<file path="config.mk">
export PLATFORM = sky130hd
export DESIGN_NAME = radix_digit_emitter_unit
export DESIGN_NICKNAME = d
export VERILOG_FILES = /design/src/rtl/rde_pkg.sv /design/src/rtl/rde_divider.sv /design/src/rtl/radix_digit_emitter_unit.sv
export SDC_FILE = /design/constraint.sdc
export NUM_CORES = 1
export LEC_CHECK = 0
export BUFFER_PORTS_ARGS = -buffer_cell sky130_fd_sc_hd__buf_2
export CAP_MARGIN = 0
export CORE_UTILIZATION = 43
export DETAILED_ROUTE_END_ITERATION = 7
export GPL_TIMING_DRIVEN = 1
export PLACE_DENSITY = 0.58
export SLEW_MARGIN = 0
export SYNTH_ARGS = -nofsm -noshare
export SYNTH_HDL_FRONTEND = slang
export SYNTH_SLANG_ARGS = --single-unit
</file>
<file path="constraint.sdc">
create_clock -name clk -period 3.75 [get_ports clk]
set_input_delay 0.75 -clock clk [delete_from_list [all_inputs] [get_ports clk]]
set_output_delay 0.75 -clock clk [all_outputs]
set_load 0.1 [all_outputs]
</file>
<file path="src/rtl/rde_pkg.sv">
`default_nettype none
// ----------------------------------------------------------------------------
// rde_pkg - radix digit emitter shared definitions
// Widths, types and constants used by the emitter and its divider.
// ----------------------------------------------------------------------------
package rde_pkg;

    localparam int VALUE_WIDTH = 31;
    localparam int MAX_DIGITS  = 31;
    localparam int BASE_W      = 5;
    localparam int DIGIT_W     = 4;
    localparam int BASE_MIN    = 2;
    localparam int BASE_MAX    = 16;

    localparam int CNT_W  = $clog2(MAX_DIGITS + 1);
    localparam int IDX_W  = $clog2(MAX_DIGITS);
    localparam int STEP_W = $clog2(VALUE_WIDTH);

    typedef logic [VALUE_WIDTH-1:0] value_t;
    typedef logic [BASE_W-1:0]      base_t;
    typedef logic [DIGIT_W-1:0]     digit_t;

    typedef struct packed {
        logic   done;
        value_t quotient;
        digit_t remainder;
    } div_res_t;

endpackage : rde_pkg
`default_nettype wire

</file>
<file path="src/rtl/rde_divider.sv">
`default_nettype none
// ----------------------------------------------------------------------------
// rde_divider - bit-serial restoring divider
// Divides a value by a small base, one quotient bit per cycle, and reports
// quotient and remainder with a one-cycle done pulse.
// ----------------------------------------------------------------------------
module rde_divider
    import rde_pkg::*;
(
    input  wire logic     clk,
    input  wire logic     rst_n,
    input  wire logic     start,
    input  wire value_t   dividend,
    input  wire base_t    divisor,
    output div_res_t      res
);

    logic                busy_reg;
    logic                done_reg;
    logic [STEP_W-1:0]   step_reg;
    value_t              quo_reg;
    digit_t              rem_reg;
    base_t               div_reg;

    logic [DIGIT_W:0]    rem_shift;
    logic                fits;
    logic [DIGIT_W:0]    rem_sub;
    digit_t              rem_next;

    assign rem_shift = {rem_reg, quo_reg[VALUE_WIDTH-1]};
    assign fits      = (rem_shift >= div_reg);
    assign rem_sub   = rem_shift - div_reg;
    assign rem_next  = fits ? rem_sub[DIGIT_W-1:0] : rem_shift[DIGIT_W-1:0];

    always_ff @(posedge clk or negedge rst_n)
    begin
        if (!rst_n)
        begin
            busy_reg <= 1'b0;
            done_reg <= 1'b0;
            step_reg <= '0;
        end
        else
        begin
            done_reg <= 1'b0;
            if (start)
            begin
                busy_reg <= 1'b1;
                step_reg <= STEP_W'(VALUE_WIDTH - 1);
            end
            else if (busy_reg)
            begin
                step_reg <= step_reg - 1'b1;
                if (step_reg == '0)
                begin
                    busy_reg <= 1'b0;
                    done_reg <= 1'b1;
                end
            end
        end
    end

    always_ff @(posedge clk)
    begin
        if (start)
        begin
            quo_reg <= dividend;
            rem_reg <= '0;
            div_reg <= divisor;
        end
        else if (busy_reg)
        begin
            quo_reg <= {quo_reg[VALUE_WIDTH-2:0], fits};
            rem_reg <= rem_next;
        end
    end

    assign res.done      = done_reg;
    assign res.quotient  = quo_reg;
    assign res.remainder = rem_reg;

endmodule : rde_divider
`default_nettype wire

</file>
<file path="src/rtl/radix_digit_emitter_unit.sv">
`default_nettype none
// ----------------------------------------------------------------------------
// radix_digit_emitter_unit - integer to radix digit converter
// Converts a value to base 2..16 by repeated division and emits the digits
// most significant first, marking the least significant one with last.
// ----------------------------------------------------------------------------
// One word in gives one digit word out per digit of the value; a zero value
// or a base outside 2..16 gives none. Each digit is one pass of the shared
// bit-serial divider; once all digits are stacked, each is popped from the
// digit stack (pop state) and then shown (emit state) until taken. arg_stall
// stays high until the last digit has been taken.
module radix_digit_emitter_unit
    import rde_pkg::*;
(
    input  wire logic   clk,
    input  wire logic   rst_n,
    input  wire logic   arg_valid,
    output logic        arg_stall,
    input  wire value_t value,
    input  wire base_t  base,
    output logic        dig_valid,
    input  wire logic   dig_stall,
    output digit_t      digit,
    output logic        last
);

    localparam logic [1:0] ST_IDLE = 2'd0;
    localparam logic [1:0] ST_DIV  = 2'd1;
    localparam logic [1:0] ST_POP  = 2'd2;
    localparam logic [1:0] ST_EMIT = 2'd3;

    logic [1:0]        state_reg;
    logic [1:0]        state_next;
    logic [CNT_W-1:0]  count_reg;
    logic [CNT_W-1:0]  count_next;
    base_t             base_reg;
    digit_t            rd_data_reg;
    digit_t            stack_mem [MAX_DIGITS];

    logic              accept;
    logic              arg_ok;
    logic              div_start;
    value_t            div_value;
    base_t             div_base;
    div_res_t          div_res;
    logic              push;
    logic              pop;
    logic [CNT_W-1:0]  pop_cnt;

    assign arg_stall = (state_reg != ST_IDLE);
    assign accept    = arg_valid && !arg_stall;
    assign arg_ok    = (value != '0) && (base inside {[BASE_MIN:BASE_MAX]});
    assign pop_cnt   = count_reg - 1'b1;

    always_comb
    begin
        state_next = state_reg;
        count_next = count_reg;
        div_start  = 1'b0;
        div_value  = div_res.quotient;
        div_base   = base_reg;
        push       = 1'b0;
        pop        = 1'b0;
        case (state_reg)
            ST_IDLE:
            begin
                div_value = value;
                div_base  = base;
                if (accept && arg_ok)
                begin
                    div_start  = 1'b1;
                    state_next = ST_DIV;
                end
            end
            ST_DIV:
            begin
                if (div_res.done)
                begin
                    if (count_reg < CNT_W'(MAX_DIGITS))
                    begin
                        push       = 1'b1;
                        count_next = count_reg + 1'b1;
                    end
                    if (div_res.quotient == '0)
                        state_next = ST_POP;
                    else
                        div_start = 1'b1;
                end
            end
            ST_POP:
            begin
                pop        = 1'b1;
                count_next = pop_cnt;
                state_next = ST_EMIT;
            end
            ST_EMIT:
            begin
                if (!dig_stall)
                    state_next = (count_reg == '0) ? ST_IDLE : ST_POP;
            end
            default:
            begin
                state_next = ST_IDLE;
            end
        endcase
    end

    always_ff @(posedge clk or negedge rst_n)
    begin
        if (!rst_n)
        begin
            state_reg <= ST_IDLE;
            count_reg <= '0;
        end
        else
        begin
            state_reg <= state_next;
            count_reg <= count_next;
        end
    end

    always_ff @(posedge clk)
    begin
        if (accept)
            base_reg <= base;
    end

    // digit stack
    always_ff @(posedge clk)
    begin
        if (push)
            stack_mem[count_reg[IDX_W-1:0]] <= div_res.remainder;
        if (pop)
            rd_data_reg <= stack_mem[pop_cnt[IDX_W-1:0]];
    end

    rde_divider u_divider (
        .clk      (clk),
        .rst_n    (rst_n),
        .start    (div_start),
        .dividend (div_value),
        .divisor  (div_base),
        .res      (div_res)
    );

    assign dig_valid = (state_reg == ST_EMIT);
    assign digit     = rd_data_reg;
    assign last      = (count_reg == '0);

endmodule : radix_digit_emitter_unit
`default_nettype wire

</file>
==> run summary <==
Overall die height -> 139 um
Iteration-0 DRC Markers -> 313
Portion of total power attributed to the clock network -> 22.6%
Sum of overflow across all layers after global routing -> 0
Antenna Diode Count -> 0
Setup repair after global routing missed its margin -> no
Most common cell after layout, fill and taps aside -> edfxtp_1
Number of warning messages in the yosys log -> 0
Final-layout worst hold slack -> 210 ps
Routed via count -> 4288
Placeable core area -> 18100 um2
Actual slew at the worst max-slew pin -> 786 ps
Cell Area, Synth -> 8060 um2
Category of the critical setup timing path -> flip-flop to flip-flop
Crit path launch type -> flip-flop
Longest individual stage delay on the worst path -> 820 ps
Clock tree root driver cell -> clkbuf_16
Met3 Usage GRT -> 3.94%
Cells along the critical path -> inv_1 -> ha_1 -> buf_4 -> mux4_2 -> mux2i_1 -> a22oi_1 -> o31a_1
Post-DP HPWL -> 10.5 mm
Tightest Hold Check Type -> primary input to asynchronous set/reset pin
Hold bufs inserted after CTS -> 0
Footprint of the multi-input gates -> 2380 um2
Number of synthesized flops with an enable pin -> 169
Hold Violations, Final -> 0
Syn avg cell area -> 16.7 um2
Category of the worst setup path capture point -> flip-flop
Ys flop type -> edfxtp_1
Post-route clock skew -> 8.46 ps
Layout cell share with drive strength beyond 1 -> 27.8%
Post-CTS Setup Inserts -> 0
Max IR drop VDD -> 480 uV
Slowest library cell on the worst path -> ha_1
Arrival time worst endpoint -> 3120 ps
Commonest cells after routing, fill and taps aside -> edfxtp_1, buf_2, nor2_1
Final Routed Wirelength -> 15.9 mm
Share of synthesized flip-flops with an asynchronous set or reset -> 7.49%
Sw power -> 2.47 mW
CTS Buffer Depth -> 2
Residual DRC -> 0
Number of max-cap violations -> 0
Final Max Tran Viols -> 0
Buffers and inverters on the worst path -> 2
Met1 global-route usage -> 23.5%
Initial antenna violation count -> 0
Global-route wire length before repair -> 24.9 mm
Internal power summed over all cells -> 4.67 mW
TritonCTS clock tree -> yes
Total clock buffers created by CTS -> 17
Met2 capacity usage during global routing -> 28.1%
Count of buffers from port buffering -> 46
Total power density per cell area -> 788 nW/um2
Fin area -> 9060 um2
Final layout net count -> 591
Maximum number of pins on one net before global-route repair -> 44
Portion of total power attributed to combinational logic -> 35.1%
Cell area after placement -> 8530 um2
Sequential group share of total power -> 42.3%
Biggest area contributors in the synthesized netlist -> edfxtp_1, mux4_2, mux2_2
Switching part of the total power -> 34.6%
RePlAce Congestion -> 0.813
Number of distinct library cells after synthesis -> 44
Number of instances in the synthesized netlist -> 482
Cell class contributing the biggest share of worst-path delay -> adder cells
Max FO, Critical Path -> 23
Vias in the first global route -> 4399
Filler cell count -> 1538
Die width -> 139 um
Leakage power summed over all cells -> 3.05 nW
Overall fraction of global-route tracks in use -> 17.4%
Global-route layer with the greatest usage -> met2
Number of synthesized register bits -> 187
Share of the cycle needed by the critical path after routing -> 78.3%
Floorplan die area -> 19300 um2
Endpoint required time on the critical path -> 3930 ps
Top-level I/O count -> 47
Effective utilization at floorplan -> 44.4%
Highest Clock Rate -> 0.341 GHz
Pre-Repair DR Iteration Count -> 6
Max FFs per register -> 124
# rows -> 49
Fin crit period -> 2940 ps
Cell taking the most area after synthesis -> edfxtp_1
Number of gates resized after CTS -> 0
Final total negative setup slack -> 0 ps
Post-synthesis sequential area ratio -> 68.3%
Deepest level of the CTS H-tree -> 4
Number of clock sinks seen by CTS -> 187
Post-detailed-route wirelength per cell -> 20.4 um
Layout area overhead -> 12.4%
Worst slew slack as a fraction of its limit -> 47.6%
Clk pin slew, worst setup/hold paths -> 70 ps
Insertion delay of the later-clocked pin in the worst-skew pair -> 430 ps
Mapped Nets -> 535
Total of endpoints with negative setup slack in the final report -> 0
Result of the run -> finished clean
Vias per inst -> 5.50
Final ANT Viol Nets -> 0
Yosys top cell area share -> 63.0%
Area taken by flip-flops and latches -> 5510 um2
[cells by family (layout without fill, tap and decap cells)]
family,Yosys count,count (layout),share of synthesized area [%]
compound gates,38,38,3.32
xor+xnor,11,11,1.20
fa+ha+maj,13,13,2.11
buf+inv,35,103,2.22
flops,187,187,68.3
mux,82,82,15.9
simple gates,116,116,6.91
[layout make-up]
cell class / instances / share of cell area [%]
clock buffer: 19 / 4.78
timing repair buffer: 56 / 3.37
inverter: 16 / 0.663
tap: 229 / 3.16
clock inverter: 12 / 1.01
sequential: 187 / 60.8
multi-input combinational: 260 / 26.2
[per-stage QoR]
stage | std cells | util, % | power, mW | setup WS, ps
4_1_cts | 779 | 49.9 | 7.21 | 801
2_1_floorplan | 482 | - | 4.92 | 401
5_1_grt | 779 | 49.9 | 7.51 | 640
3_3_place_gp | 748 | 47.0 | 5.53 | 857
6_report | 779 | 49.9 | 7.14 | 814
3_5_place_dp | 748 | 47.0 | 5.59 | 793
[worst paths after layout]
kind                                               start                              to  slack (ps)  cells after the start
max in group asynchronous                          rst_n        count_reg[0]$_DFFE_PN0P_        3270                      1
worst min-delay path                               rst_n    u_divider.busy_reg$_DFF_PN0_         210                      1
worst max-delay path            count_reg[1]$_DFFE_PN0P_              digit[2]$_DFFE_PP_         810                      7
worst max register to register  count_reg[1]$_DFFE_PN0P_              digit[2]$_DFFE_PP_         810                      7
worst min register to register     base_reg[3]$_DFFE_PP_  u_divider.div_reg[3]$_DFFE_PP_         550                      1
min in group clk                                 base[0]           base_reg[0]$_DFFE_PP_         520                      1
[Yosys cell counts (2+ instances only)]
master    instances
mux4_1            4
dfrtp_1          14
and2_1            2
nor2_1           43
mux2_2           36
nor2b_1           3
a22oi_1           5
nand2b_1          3
clkbuf_1          8
or3_1             4
nand2_1          20
buf_6             3
nand3b_1          2
o21ai_0           6
o21a_1            2
a31oi_1           2
nand3_1           9
nor4_1           16
mux2i_1          14
mux4_2           28
a21oi_1           8
inv_1            16
ha_1             12
o31a_1            5
xor2_1            2
buf_4             2
a311oi_1          2
a41oi_1           3
edfxtp_1        169
nor3_1            7
dfxtp_1           4
nand4_1           4
xnor2_1           9
buf_2             5
[routing by layer]
metal / wire (um) / vias up
li1: - / 2008
met1: 7000 / 2148
met2: 7930 / 126
met3: 864 / 6
met4: 76 / 0
met5: 0 / -
[power by group through the flow]
stage	clock network, mW	logic [mW]	registers [mW]
after floorplan	0	1.70	3.22
after global placement	0	2.47	3.05
after detailed placement	0	2.52	3.07
after CTS	1.66	2.53	3.02
after global routing	1.73	2.72	3.06
final	1.62	2.50	3.02
Power figures use the tool's default switching activity.
